## src/hw/rtl/clcd_pkg.sv

```systemverilog
// Package for the character display writer: operation codes, frame types and the
// Cyrillic glyph table. It depends on nothing else.
package clcd_pkg;

  typedef enum logic [2:0] {
    KIND_CHAR  = 3'd0,
    KIND_CMD   = 3'd1,
    KIND_PLACE = 3'd2,
    KIND_CLEAR = 3'd3,
    KIND_INIT  = 3'd4
  } kind_e;

  typedef enum logic [1:0] {
    LEAD_NONE = 2'd0,
    LEAD_D0   = 2'd1,
    LEAD_D1   = 2'd2
  } lead_e;

  localparam logic [7:0] LEAD_BYTE_D0 = 8'hD0;
  localparam logic [7:0] LEAD_BYTE_D1 = 8'hD1;
  localparam logic [7:0] CONT_LOW     = 8'h80;
  localparam logic [7:0] CONT_END     = 8'hC0;
  localparam logic [7:0] GLYPH_YO_UP  = 8'hA2;
  localparam logic [7:0] GLYPH_YO_LOW = 8'hB5;
  localparam logic [5:0] IDX_YO_UP    = 6'h01;
  localparam logic [5:0] IDX_YO_LOW   = 6'h11;
  localparam logic [7:0] CMD_SET_ADDR = 8'h80;
  localparam logic [7:0] CMD_CLEAR    = 8'h01;
  localparam logic [7:0] CMD_INIT_A   = 8'h30;
  localparam logic [7:0] CMD_INIT_B   = 8'h02;
  localparam logic [7:0] CMD_INIT_C   = 8'h0C;
  localparam logic [7:0] LINE1_OFFSET = 8'h40;

  localparam logic [7:0] CYR_MAP [64] = '{
    8'h70, 8'h63, 8'hbf, 8'h79, 8'he4, 8'h78, 8'he5, 8'hc0, 8'hc1, 8'he6, 8'hc2, 8'hc3,
    8'hc4, 8'hc5, 8'hc6, 8'hc7, 8'h41, 8'ha0, 8'h42, 8'ha1, 8'he0, 8'h45, 8'ha3, 8'ha4,
    8'ha5, 8'ha6, 8'h4b, 8'ha7, 8'h4d, 8'h48, 8'h4f, 8'ha8, 8'h50, 8'h43, 8'h54, 8'ha9,
    8'haa, 8'h58, 8'he1, 8'hab, 8'hac, 8'he2, 8'had, 8'hae, 8'h62, 8'haf, 8'hb0, 8'hb1,
    8'h61, 8'hb2, 8'hb3, 8'hb4, 8'he3, 8'h65, 8'hb6, 8'hb7, 8'hb8, 8'hb9, 8'hba, 8'hbb,
    8'hbc, 8'hbd, 8'h6f, 8'hbe
  };

  typedef struct packed {
    logic [7:0] data;
    logic       rs;
  } frame_t;

  typedef struct packed {
    frame_t [3:0] frm;
    logic [2:0]   count;
  } plan_t;

endpackage

```

## src/hw/rtl/clcd_planner.sv

```systemverilog
// Decodes one operation into up to four controller bytes and keeps the cursor and
// UTF-8 lead state. Depends on clcd_pkg.
module clcd_planner #(
  parameter int COLUMNS = 20,
  parameter int LINES   = 4
) (
  input  logic           clk_i,
  input  logic           rst_ni,
  input  logic           accept_i,
  input  logic [2:0]     kind_i,
  input  logic [7:0]     value_i,
  input  logic [5:0]     column_i,
  input  logic [2:0]     row_i,
  output clcd_pkg::plan_t plan_o
);
  import clcd_pkg::*;

  typedef struct packed {
    logic [5:0] col;
    logic [1:0] line;
    logic       wrap;
    logic [7:0] cmd;
  } cur_t;

  lead_e      lead_q, lead_d;
  logic [5:0] col_q, col_d;
  logic [1:0] line_q, line_d;

  function automatic logic [7:0] addr_cmd(input logic [5:0] col, input logic [1:0] line);
    logic [7:0] off;
    off = (line[0] ? LINE1_OFFSET : 8'h00) + (line[1] ? 8'(COLUMNS) : 8'h00);
    return CMD_SET_ADDR | (8'(col) + off);
  endfunction

  function automatic cur_t show_fn(input logic [5:0] col, input logic [1:0] line);
    cur_t r;
    r.col  = col + 6'd1;
    r.line = line;
    r.wrap = 1'b0;
    r.cmd  = 8'h00;
    if (({1'b0, col} + 7'd1) >= 7'(COLUMNS)) begin
      r.col  = 6'd0;
      r.wrap = 1'b1;
      if (({1'b0, line} + 3'd1) >= 3'(LINES)) begin
        r.line = 2'd0;
      end else begin
        r.line = line + 2'd1;
      end
      r.cmd = addr_cmd(6'd0, r.line);
    end
    return r;
  endfunction

  always_comb begin
    cur_t       s1;
    cur_t       s2;
    logic [2:0] n;
    logic [7:0] lead_byte;
    logic [7:0] glyph;
    logic [2:0] row_c;
    plan_o  = '0;
    lead_d  = lead_q;
    col_d   = col_q;
    line_d  = line_q;
    n       = 3'd0;
    s1      = '0;
    s2      = '0;
    lead_byte = (lead_q == LEAD_D1) ? LEAD_BYTE_D1 : LEAD_BYTE_D0;
    glyph   = CYR_MAP[value_i[5:0]];
    row_c   = (row_i >= 3'(LINES)) ? 3'(LINES - 1) : row_i;
    unique case (kind_i)
      KIND_CHAR: begin
        if (lead_q != LEAD_NONE) begin
          lead_d = LEAD_NONE;
          if (value_i >= CONT_END || value_i < CONT_LOW) begin
            s1 = show_fn(col_q, line_q);
            s2 = show_fn(s1.col, s1.line);
            plan_o.frm[0] = '{data: lead_byte, rs: 1'b1};
            n = 3'd1;
            if (s1.wrap) begin
              plan_o.frm[1] = '{data: s1.cmd, rs: 1'b0};
              n = 3'd2;
            end
            plan_o.frm[n[1:0]] = '{data: value_i, rs: 1'b1};
            n = n + 3'd1;
            if (s2.wrap) begin
              plan_o.frm[n[1:0]] = '{data: s2.cmd, rs: 1'b0};
              n = n + 3'd1;
            end
            col_d  = s2.col;
            line_d = s2.line;
          end else begin
            if (lead_q == LEAD_D0 && value_i[5:0] == IDX_YO_UP) begin
              glyph = GLYPH_YO_UP;
            end else if (lead_q == LEAD_D1 && value_i[5:0] == IDX_YO_LOW) begin
              glyph = GLYPH_YO_LOW;
            end
            s1 = show_fn(col_q, line_q);
            plan_o.frm[0] = '{data: glyph, rs: 1'b1};
            n = 3'd1;
            if (s1.wrap) begin
              plan_o.frm[1] = '{data: s1.cmd, rs: 1'b0};
              n = 3'd2;
            end
            col_d  = s1.col;
            line_d = s1.line;
          end
        end else if (value_i == LEAD_BYTE_D0) begin
          lead_d = LEAD_D0;
        end else if (value_i == LEAD_BYTE_D1) begin
          lead_d = LEAD_D1;
        end else begin
          s1 = show_fn(col_q, line_q);
          plan_o.frm[0] = '{data: value_i, rs: 1'b1};
          n = 3'd1;
          if (s1.wrap) begin
            plan_o.frm[1] = '{data: s1.cmd, rs: 1'b0};
            n = 3'd2;
          end
          col_d  = s1.col;
          line_d = s1.line;
        end
      end
      KIND_CMD: begin
        plan_o.frm[0] = '{data: value_i, rs: 1'b0};
        n = 3'd1;
      end
      KIND_PLACE: begin
        col_d  = column_i;
        line_d = row_c[1:0];
        plan_o.frm[0] = '{data: addr_cmd(column_i, row_c[1:0]), rs: 1'b0};
        n = 3'd1;
      end
      KIND_CLEAR: begin
        col_d  = 6'd0;
        line_d = 2'd0;
        plan_o.frm[0] = '{data: CMD_CLEAR, rs: 1'b0};
        n = 3'd1;
      end
      KIND_INIT: begin
        lead_d = LEAD_NONE;
        plan_o.frm[0] = '{data: CMD_INIT_A, rs: 1'b0};
        plan_o.frm[1] = '{data: CMD_INIT_B, rs: 1'b0};
        plan_o.frm[2] = '{data: CMD_INIT_C, rs: 1'b0};
        n = 3'd3;
      end
      default: begin
        n = 3'd0;
      end
    endcase
    plan_o.count = n;
  end

  always_ff @(posedge clk_i or negedge rst_ni) begin
    if (!rst_ni) begin
      lead_q <= LEAD_NONE;
      col_q  <= 6'd0;
      line_q <= 2'd0;
    end else if (accept_i) begin
      lead_q <= lead_d;
      col_q  <= col_d;
      line_q <= line_d;
    end
  end

endmodule

```

## src/hw/rtl/clcd_serializer.sv

```systemverilog
// Holds one planned operation and sends its frames as expander bytes, one per
// cycle when not stalled, through an output register. Depends on clcd_pkg.
module clcd_serializer (
  input  logic            clk_i,
  input  logic            rst_ni,
  input  logic            load_i,
  input  clcd_pkg::plan_t plan_i,
  input  logic            backlight_i,
  input  logic            out_stall_i,
  output logic            ready_o,
  output logic            out_valid_o,
  output logic [7:0]      bus_byte_o,
  output logic            frame_end_o,
  output logic            last_o
);
  import clcd_pkg::*;

  plan_t      job_q;
  logic       job_valid_q;
  logic [1:0] fidx_q;
  logic [1:0] phase_q;
  logic       out_valid_q;
  logic [7:0] byte_q;
  logic       fend_q;
  logic       last_q;

  frame_t     cur;
  logic       out_free;
  logic       emit;
  logic       last_byte;
  logic       job_done;
  logic [3:0] nib;
  logic [7:0] byte_d;

  assign cur       = job_q.frm[fidx_q];
  assign out_free  = !out_valid_q || !out_stall_i;
  assign emit      = job_valid_q && out_free;
  assign last_byte = ({1'b0, fidx_q} == (job_q.count - 3'd1)) && (phase_q == 2'd3);
  assign job_done  = emit && last_byte;
  assign ready_o   = !job_valid_q || job_done;
  assign nib       = phase_q[1] ? cur.data[3:0] : cur.data[7:4];
  assign byte_d    = {nib, backlight_i, !phase_q[0], 1'b0, cur.rs};

  always_ff @(posedge clk_i) begin
    if (load_i) begin
      job_q <= plan_i;
    end
    if (emit) begin
      byte_q <= byte_d;
      fend_q <= (phase_q == 2'd3);
      last_q <= last_byte;
    end
  end

  always_ff @(posedge clk_i or negedge rst_ni) begin
    if (!rst_ni) begin
      job_valid_q <= 1'b0;
      fidx_q      <= 2'd0;
      phase_q     <= 2'd0;
      out_valid_q <= 1'b0;
    end else begin
      if (load_i) begin
        job_valid_q <= (plan_i.count != 3'd0);
        fidx_q      <= 2'd0;
        phase_q     <= 2'd0;
      end else if (emit) begin
        if (job_done) begin
          job_valid_q <= 1'b0;
        end
        phase_q <= phase_q + 2'd1;
        if (phase_q == 2'd3) begin
          fidx_q <= fidx_q + 2'd1;
        end
      end
      if (emit) begin
        out_valid_q <= 1'b1;
      end else if (!out_stall_i) begin
        out_valid_q <= 1'b0;
      end
    end
  end

  assign out_valid_o = out_valid_q;
  assign bus_byte_o  = byte_q;
  assign frame_end_o = fend_q;
  assign last_o      = last_q;

endmodule

```

## src/hw/rtl/char_lcd_utf8_cyrillic_i2c_writer_top.sv

```systemverilog
// Top level of the character display writer: configuration registers, planner and
// byte serializer. Depends on clcd_pkg, clcd_planner and clcd_serializer.
//
//   channel  direction  handshake                payload
//   in       input      in_valid_i / in_stall_o   kind_i value_i column_i row_i
//   out      output     out_valid_o / out_stall_i bus_byte_o bus_address_o
//                                                 frame_end_o last_o
//   cfg      input      cfg_we_i                  cfg_index_i cfg_data_i
//
// Each controller byte goes out as four expander bytes, so a request sends 4, 8, 12
// or 16, one per cycle while not stalled; one with no result sends none.
// The next request is accepted in the cycle the last byte of the current one moves
// into the output register. Reset is asynchronous and needs no clearing pass.
// A stall on the output holds the output register and then the job register.
module char_lcd_utf8_cyrillic_i2c_writer_top #(
  parameter int COLUMNS = 20,
  parameter int LINES   = 4
) (
  input  logic       clk_i,
  input  logic       rst_ni,
  input  logic       in_valid_i,
  output logic       in_stall_o,
  input  logic [2:0] kind_i,
  input  logic [7:0] value_i,
  input  logic [5:0] column_i,
  input  logic [2:0] row_i,
  output logic       out_valid_o,
  input  logic       out_stall_i,
  output logic [7:0] bus_byte_o,
  output logic [7:0] bus_address_o,
  output logic       frame_end_o,
  output logic       last_o,
  input  logic       cfg_we_i,
  input  logic [0:0] cfg_index_i,
  input  logic [6:0] cfg_data_i
);
  import clcd_pkg::*;

  localparam logic [0:0] REG_ADDRESS   = 1'd0;
  localparam logic [0:0] REG_BACKLIGHT = 1'd1;

  logic [6:0] dev_addr_q;
  logic       backlight_q;
  logic       ready;
  logic       accept;
  plan_t      plan;

  always_ff @(posedge clk_i or negedge rst_ni) begin
    if (!rst_ni) begin
      dev_addr_q  <= 7'd39;
      backlight_q <= 1'b1;
    end else if (cfg_we_i) begin
      unique case (cfg_index_i)
        REG_ADDRESS:   dev_addr_q  <= cfg_data_i;
        REG_BACKLIGHT: backlight_q <= cfg_data_i[0];
        default:       dev_addr_q  <= dev_addr_q;
      endcase
    end
  end

  assign in_stall_o    = !ready;
  assign accept        = in_valid_i && ready;
  assign bus_address_o = {dev_addr_q, 1'b0};

  clcd_planner #(
    .COLUMNS(COLUMNS),
    .LINES  (LINES)
  ) u_planner (
    .clk_i   (clk_i),
    .rst_ni  (rst_ni),
    .accept_i(accept),
    .kind_i  (kind_i),
    .value_i (value_i),
    .column_i(column_i),
    .row_i   (row_i),
    .plan_o  (plan)
  );

  clcd_serializer u_serializer (
    .clk_i      (clk_i),
    .rst_ni     (rst_ni),
    .load_i     (accept),
    .plan_i     (plan),
    .backlight_i(backlight_q),
    .out_stall_i(out_stall_i),
    .ready_o    (ready),
    .out_valid_o(out_valid_o),
    .bus_byte_o (bus_byte_o),
    .frame_end_o(frame_end_o),
    .last_o     (last_o)
  );

endmodule

```

## config.mk

```make
export PLATFORM = sky130hd
export DESIGN_NAME = char_lcd_utf8_cyrillic_i2c_writer_top
export DESIGN_NICKNAME = d
export VERILOG_FILES = /design/src/hw/rtl/clcd_pkg.sv /design/src/hw/rtl/clcd_planner.sv /design/src/hw/rtl/clcd_serializer.sv /design/src/hw/rtl/char_lcd_utf8_cyrillic_i2c_writer_top.sv
export SDC_FILE = /design/constraint.sdc
export NUM_CORES = 1
export LEC_CHECK = 0
export BUFFER_PORTS_ARGS = -buffer_cell sky130_fd_sc_hd__buf_2
export CAP_MARGIN = 20
export CORE_MARGIN = 10
export CORE_UTILIZATION = 64
export CTS_CLUSTER_SIZE = 24
export DETAILED_ROUTE_END_ITERATION = 10
export HOLD_SLACK_MARGIN = 0.12
export MAX_ROUTING_LAYER = met4
export PLACE_DENSITY = 0.93
export SYNTH_ARGS = -nofsm -noshare
export SYNTH_HDL_FRONTEND = slang
export SYNTH_SLANG_ARGS = --single-unit
```

## constraint.sdc

```tcl
create_clock -name clk_i -period 7.6 [get_ports clk_i]
set_clock_uncertainty 0.15 [all_clocks]
set_input_delay 1.52 -clock clk_i [delete_from_list [all_inputs] [get_ports clk_i]]
set_output_delay 1.52 -clock clk_i [all_outputs]
set_load 0.005 [all_outputs]
```

==> results of run 1 <==
==> layer usage <==
metal,vias to the layer above,GRT usage [%]
met4,0,7.54
met3,31,5.93
met5,-,-
li1,1917,-
met1,2018,27.9
met2,213,38.3
==> worst max-delay path: cells and delay by family (launching register included) <==
| kind | cells | cell delay [ns] |
|---|---|---|
| and+or+nand+nor | 4 | 0.81 |
| AOI/OAI and AO/OA | 7 | 1.84 |
| adders and majority gates | 3 | 0.97 |
| DFF | 1 | 0.50 |
| buffers and inverters | 2 | 0.38 |
==> power groups by stage <==
stage          sequential, mW  clock [mW]  combinational [mW]
2_1_floorplan           0.528           0               0.539
3_3_place_gp            0.576           0               0.619
3_5_place_dp            0.579           0               0.642
4_1_cts                 0.574       0.308               0.652
5_1_grt                 0.589       0.325               0.721
6_report                0.576       0.305               0.659
==> placed cells by master, fill, tap and decap left out, drive strengths merged, types with 11 or more instances in the layout <==
master   n
mux2    17
nand2   43
inv     18
nand3   13
edfxtp  42
o21ai   33
buf     51
ha      17
a21oi   25
dfrtp   19
clkbuf  12
nor2    46
o211ai  11
==> state kept, by name (all words and copies together) (netlist names) <==
name                      cells
u_serializer.job_q           33
dev_addr_q                    7
u_serializer.bus_byte_o       7
u_planner.col_q               6
u_planner.lead_q              2
u_planner.line_q              2
u_serializer.fidx_q           2
u_serializer.phase_q          2
backlight_q                   1
u_serializer.frame_end_o      1
u_serializer.job_valid_q      1
u_serializer.last_o           1
u_serializer.out_valid_o      1
==> through the flow <==
step           util [%]  total power [mW]  instance area [sq um]  worst slack (ns)  hold WS (ns)
3_5_place_dp       69.0              1.22                   5030              2.94         0.344
6_report           71.8              1.54                   5240              2.82         0.360
2_1_floorplan         -              1.07                   4840              3.57         0.322
4_1_cts            71.8              1.53                   5240              2.93         0.360
3_3_place_gp       69.0              1.20                   5030              3.08         0.333
5_1_grt            71.8              1.64                   5240              2.50         0.383
==> how the worst min path moves through the flow <==
stage	end	start	slack, ns	cells after the start
4_1_cts	dev_addr_q[6]$_DFFE_PN0P_	dev_addr_q[6]$_DFFE_PN0P_	0.36	1
5_1_grt	dev_addr_q[6]$_DFFE_PN0P_	dev_addr_q[6]$_DFFE_PN0P_	0.38	1
2_1_floorplan	u_serializer.out_valid_o$_DFFE_PN0P_	u_serializer.job_valid_q$_DFFE_PN0P_	0.32	1
3_5_place_dp	dev_addr_q[6]$_DFFE_PN0P_	dev_addr_q[6]$_DFFE_PN0P_	0.34	1
3_3_place_gp	dev_addr_q[6]$_DFFE_PN0P_	dev_addr_q[6]$_DFFE_PN0P_	0.33	1
6_report	dev_addr_q[6]$_DFFE_PN0P_	dev_addr_q[6]$_DFFE_PN0P_	0.36	1
==> kinds of logic after synthesis <==
kind of cell | after synthesis
buffers and inverters | 55
other | 1
muxes | 36
xor gates and xnor gates | 14
and+or+nand+nor | 176
AOI/OAI and AO/OA | 136
DFF | 66
adders and majority gates | 17
==> final cells by class <==
class / count / area (sq um)
fill: 544 / 2050
timing repair buffer: 51 / 258
inverter: 16 / 62.6
sequential: 66 / 1870
clock buffer: 12 / 178
multi-input combinational: 384 / 2720
tap: 99 / 124
clock inverter: 4 / 30.0
==> impl_metrics.tcl, run 1 <==
set metrics [dict create \
    status "completed" \
    syn_area_per_cell_sq_um 9.63 \
    p_per_area_mw_per_mm2 294 \
    fp.dieH_um 107 \
    postCtsHoldBufs 0 \
    cp-start-kind "register" \
    relSlewSlack_pct 34.2 \
    remaining_drc_errors 0 \
    synth.distinct_cells 80 \
    io_pins 53 \
    pwr-share-comb_pct 42.8 \
    cts_setup_buffers 0 \
    cts-htree-levels 3 \
    intPower_uw 916 \
    grt_max_degree 45 \
    synth_top_flop_cell "edfxtp_1" \
    grt_first_pass_wirelength_um 21100 \
    worstPathMaxFanout 18 \
    timing.rr.end "u_serializer.job_valid_q$_DFFE_PN0P_" \
    crit_path_frequent_cell "ha_1" \
    vias 4179 \
    cp.required_ns 7.68 \
    drt-initial-drc-count 429 \
    worst_skew_pair.late_latency_ns 0.35 \
    synthTopCellsByCount "44 x nor2_1, 43 x nand2_1, 42 x edfxtp_1, 28 x o21ai_0, 25 x a21oi_1" \
    rrSetupSlack_ns 2.82 \
    grt_usage_pct 23.4 \
    cp_data_arrival_time_ns 4.86 \
    synthTopCellsByArea "edfxtp_1 26%, dfrtp_1 9.9%, ha_1 4.4%, mux4_2 4.2%, mux2_2 3.7%" \
    start_util_pct 66.1 \
    synth_xor_area_share_pct 2.54 \
    cp-startpoint "u_planner.col_q[0]$_DFFE_PN0P_" \
    endpoint "u_serializer.job_valid_q$_DFFE_PN0P_" \
    seq_area_frac_synth_pct 38.7 \
    routed_wl_um 12800 \
    fin_cells 632 \
    grt-ovfl-total 0 \
    setup_tns_ns 0 \
    antenna_found_initial 0 \
    clock_path_buffers 2 \
    synth_edf_count 42 \
    critical_path_class "reg2reg" \
    synthAdderAreaFrac_pct 4.41 \
    die_w_um 107 \
    final_max_slew_viol_count 0 \
    drtAntennaViolNets 0 \
    path_clk_slew_ns 0.07 \
    wl_met2_um 6350 \
    grt_pass1_vias 4123 \
    yosysMostFrequentCell "nor2_1" \
    hpwlAfterDp_um 9210 \
    r2r-start "u_planner.col_q[0]$_DFFE_PN0P_" \
    cts_tree "built" \
    worst_pin_slew_ns 0.984 \
    root_buffer "clkbuf_8" \
    synth_top_family_by_area "compound AO/OA/AOI/OAI gates" \
    swShare_pct 40.5 \
    numCtsBuffers 9 \
    cts_num_sinks 66 \
    dp_cells 616 \
    async_reset_ff_share_pct 36.4 \
    reg2reg_depth 16 \
    ys_ff_latch 66 \
    crit_chain "ha_1, nor3_1, a311o_1, o211a_1, inv_4, nor2_1, ha_1, nand2_1, a211oi_2, a211o_2, nand4b_1, inv_1, ha_1, a32oi_1, o21ai_1, o32a_1" \
    synthSimpleGateAreaFrac_pct 18.4 \
    core_sq_mm 0.00729 \
    firstDrtPassIters 5 \
    top_layer "met4" \
    synth_top_area_cell "edfxtp_1" \
    hold_class "reg2reg" \
    io_buffers 50 \
    endpoint_kind "register" \
    clkPwrFrac_pct 19.8 \
    leakagePower_nw 2.01 \
    ys.warnings.count 0 \
    maxCapViolations 0 \
    synth-compound-area-share_pct 20.0 \
    rsz0062_at_grt "false" \
    synth.top_cell.area_share_pct 26.1 \
    finalCriticalPeriod_ns 4.78 \
    layout-drive-gt1-share_pct 21.0 \
    via_per_inst 6.61 \
    post-route-period-util_pct 62.9 \
    rows 31 \
    finalHoldViolations 0 \
    gp_congestion 1.03 \
    crit_slowest_cell "o211a_1" \
    n_antenna_cell 0 \
    max_freq_mhz 209 \
    max_stage_delay_ns 0.58 \
    p_seq_share_pct 37.4 \
    die_area_sq_mm 0.0114 \
    synth_cells 501 \
    final_nets 578 \
    synth_area_sq_mm 0.00482 \
    vdd_drop_max_v 0.000168 \
    synth_mux_area_share_pct 10.2 \
    area_growth_pct 8.61 \
    wire_per_inst_um 20.3 \
    power.switching_uw 623 \
    finalSetupViolCount 0 \
    wl_met3_um 1000 \
    postCtsResizedCells 0 \
    wl_met1_um 5230 \
]
Power figures use the tool's default switching activity.
==> run 2: changes to the inputs <==
--- a/config.mk
+++ b/config.mk
@@ -5,15 +5,16 @@
 export SDC_FILE = /design/constraint.sdc
 export NUM_CORES = 1
 export LEC_CHECK = 0
+export ABC_AREA = 1
 export BUFFER_PORTS_ARGS = -buffer_cell sky130_fd_sc_hd__buf_2
 export CAP_MARGIN = 20
 export CORE_MARGIN = 10
-export CORE_UTILIZATION = 64
+export CORE_UTILIZATION = 59
 export CTS_CLUSTER_SIZE = 24
 export DETAILED_ROUTE_END_ITERATION = 10
 export HOLD_SLACK_MARGIN = 0.12
 export MAX_ROUTING_LAYER = met4
-export PLACE_DENSITY = 0.93
+export PLACE_DENSITY = 0.88
 export SYNTH_ARGS = -nofsm -noshare
 export SYNTH_HDL_FRONTEND = slang
 export SYNTH_SLANG_ARGS = --single-unit
==> constraint.sdc (replaced) <==
create_clock -name clk_i -period 4.5 [get_ports clk_i]
set_clock_uncertainty 0.15 [all_clocks]
set_input_delay 0.9 -clock clk_i [delete_from_list [all_inputs] [get_ports clk_i]]
set_output_delay 0.9 -clock clk_i [all_outputs]
set_load 0.005 [all_outputs]
==> run 2 against run 1 <==
  * Core utilization is 3.0 points lower
  * Sequential power increased by 67%
  * Critical endpoint unchanged
  * Largest cell class unchanged
  * Via count rose by 3.5%
  * Final cell count up 14%
  * Combinational power is 120% higher
  * Highest routed layer unchanged
  * Total power is 95% higher
  * Hold slack worse by 0.0068 ns
==> impl_metrics.tcl, run 2 <==
set metrics [dict create \
    status "completed" \
    drtAntennaViolNets 0 \
    postCtsHoldBufs 0 \
    cp-start-kind "register" \
    num-fill-cells 593 \
    gp_congestion 0.998 \
    hold_slack_ns 0.353 \
    setup_ws_ns 0.937 \
    swShare_pct 44.0 \
    synth_cells 567 \
    worstPathMaxFanout 12 \
    finalSetupViolCount 0 \
    power.switching_mw 1.32 \
    layout_commonest_cell "nand2_1" \
    clock_path_buffers 2 \
    crit_path_frequent_cell "nand2_1" \
    setup_tns_ns 0 \
    relSlewSlack_pct 54.9 \
    maxCapViolations 0 \
    ys_ff_latch 66 \
    firstDrtPassIters 6 \
    rsz0062_at_grt "false" \
    grt_pass1_vias 4151 \
    crit_chain "ha_1, nand3_1, nand2_1, nand2_1, inv_1, nand2_2, nand2_2, nor2_1, ha_1, nand4_1, o21ai_2, nand2_4, inv_2, ha_1, nand2_1, nand2_1, nand2_1, nand4_1, nor3_1, o21ai_1" \
    p_per_area_mw_per_mm2 595 \
    drt-initial-drc-count 512 \
    endpoint_kind "register" \
    final_max_slew_viol_count 0 \
    grt_max_degree 25 \
    cts_tree "built" \
    worst_pin_slew_ns 0.674 \
    max_freq_mhz 281 \
    wire_per_inst_um 16.9 \
    crit_slowest_cell "dfrtp_1" \
    cp_data_arrival_time_ns 3.63 \
    cts_setup_buffers 0 \
    via_per_inst 6.00 \
    max_stage_delay_ns 0.44 \
    leakagePower_nw 2.28 \
    p_seq_share_pct 32.1 \
    async_reset_ff_share_pct 36.4 \
    vias 4326 \
    hpwlAfterDp_um 9420 \
    syn_area_per_cell_sq_um 7.91 \
    ys.warnings.count 0 \
    cts_num_sinks 66 \
    routed_wl_um 12200 \
    largest_reg_flops 33 \
    area_growth_pct 12.6 \
    yosysMostFrequentCell "nand2_1" \
    rrSetupSlack_ns 0.94 \
    postCtsResizedCells 0 \
    layout-drive-gt1-share_pct 19.1 \
    p_total_mw 3.01 \
    path_clk_slew_ns 0.07 \
    clkPwrFrac_pct 19.9 \
    synthTopCellsByCount "95 x nand2_1, 70 x nor2_1, 66 x inv_1, 46 x o21ai_0, 42 x edfxtp_1" \
    grt-ovfl-total 0 \
    finalCriticalPeriod_ns 3.56 \
    die_area_sq_mm 0.0115 \
    synth.top_cell.area_share_pct 28.1 \
    critPathTopFamily "simple AND/OR/NAND/NOR gates" \
    hold_class "reg2reg" \
    top_register "u_serializer.job_q" \
    final_cell_mix "95 x nand2_1, 70 x nor2_1, 66 x inv_1, 50 x buf_2, 46 x o21ai_0" \
    io_buffers 50 \
    seq_area_frac_synth_pct 41.7 \
    final_nets 667 \
    start_util_pct 61.2 \
    pwr-share-comb_pct 48.1 \
    grt_usage_pct 21.8 \
    dp_cells 705 \
    synthTopCellsByArea "edfxtp_1 28%, dfrtp_1 11%, nand2_1 8.0%, nor2_1 5.9%, inv_1 5.5%" \
    fin_cells 721 \
    synth_area_sq_mm 0.00448 \
    die_w_um 107 \
    post-route-period-util_pct 79.2 \
    root_buffer "clkbuf_8" \
    vdd_drop_max_v 0.000371 \
    synth_top_flop_cell "edfxtp_1" \
    io_pins 53 \
    fp.dieH_um 107 \
    rows 31 \
    antenna_found_initial 0 \
    cts-htree-levels 3 \
    cp.required_ns 4.57 \
    grt_first_pass_wirelength_um 20000 \
    finalHoldViolations 0 \
    remaining_drc_errors 0 \
    synth.distinct_cells 54 \
    synth_edf_count 42 \
    place_ws_ns 1.02 \
    n_antenna_cell 0 \
    timing.critical_path.buf_inv 2 \
    core_sq_mm 0.00733 \
    worst_skew_pair.late_latency_ns 0.34 \
    critical_path_class "reg2reg" \
    intPower_mw 1.68 \
    numCtsBuffers 9 \
    synth_top_area_cell "edfxtp_1" \
]
-- run 2: changes by cell type in the layout (fill, tap and decap cells not counted), moves of 9 or more --
cell      change
a21oi_1       +9
inv_1        +52
inv_2        +12
mux2_2       -10
mux2i_1      -10
mux4_2        -9
nand2_1      +52
nand2b_1     -10
nand3_1      +24
nor2_1       +26
nor2b_1      -10
o21ai_0      +18
-- run 2: power by group through the flow --
stage	combinational [mW]	clock (mW)	sequential, mW
after CTS	1.42	0.601	0.963
final	1.45	0.597	0.964
after global placement	1.38	0	0.965
after global routing	1.62	0.630	0.982
after detailed placement	1.41	0	0.973
after floorplan	1.11	0	0.939
-- run 2: per-stage QoR --
stage / area [sq um] / util, %
detailed placement: 4800 / 65.5
global placement: 4800 / 65.5
floorplan: 4500 / -
finish: 5050 / 68.9
CTS: 5050 / 68.9
global route: 5050 / 68.9
-- run 2: path summary, 6_finish.rpt --
kind                       cells after the start                                   end                           start
max                                           20  u_serializer.job_valid_q$_DFFE_PN0P_  u_planner.col_q[0]$_DFFE_PN0P_
min                                            1             dev_addr_q[6]$_DFFE_PN0P_       dev_addr_q[6]$_DFFE_PN0P_
max reg2reg                                   20  u_serializer.job_valid_q$_DFFE_PN0P_  u_planner.col_q[0]$_DFFE_PN0P_
min reg2reg                                    1             dev_addr_q[6]$_DFFE_PN0P_       dev_addr_q[6]$_DFFE_PN0P_
max in group asynchronous                      1        u_planner.col_q[5]$_DFFE_PN0P_                          rst_ni
min in group asynchronous                      1   u_serializer.phase_q[0]$_DFFE_PN0P_                          rst_ni
-- run 2: per-layer routing --
layer | vias to the layer above | track usage (%) | wire length, um
met4 | 0 | 8.03 | 340
met3 | 36 | 5.27 | 1240
met2 | 262 | 34.5 | 5780
li1 | 2044 | - | -
met5 | - | - | 0
met1 | 1984 | 26.6 | 4840
-- run 2: cell families after synthesis --
kind of cell,Yosys count,share of synthesized area (%)
and+or+nand+nor,243,24.8
AOI/OAI and AO/OA,133,17.9
muxes,6,1.51
adders and majority gates,17,4.74
DFF,66,41.7
other,1,0.0836
xor gates and xnor gates,2,0.391
buffers and inverters,99,8.96
-- run 2: cell type report --
class / count / area (sq um) / share of cell area (%)
clock buffers: 13 / 203 / 4.01
clock inverters: 3 / 47.5 / 0.942
inverters: 81 / 307 / 6.07
multi-input cells: 406 / 2230 / 44.1
flip-flops and latches: 66 / 1870 / 37.0
well taps: 99 / 124 / 2.45
repair buffers: 53 / 273 / 5.40
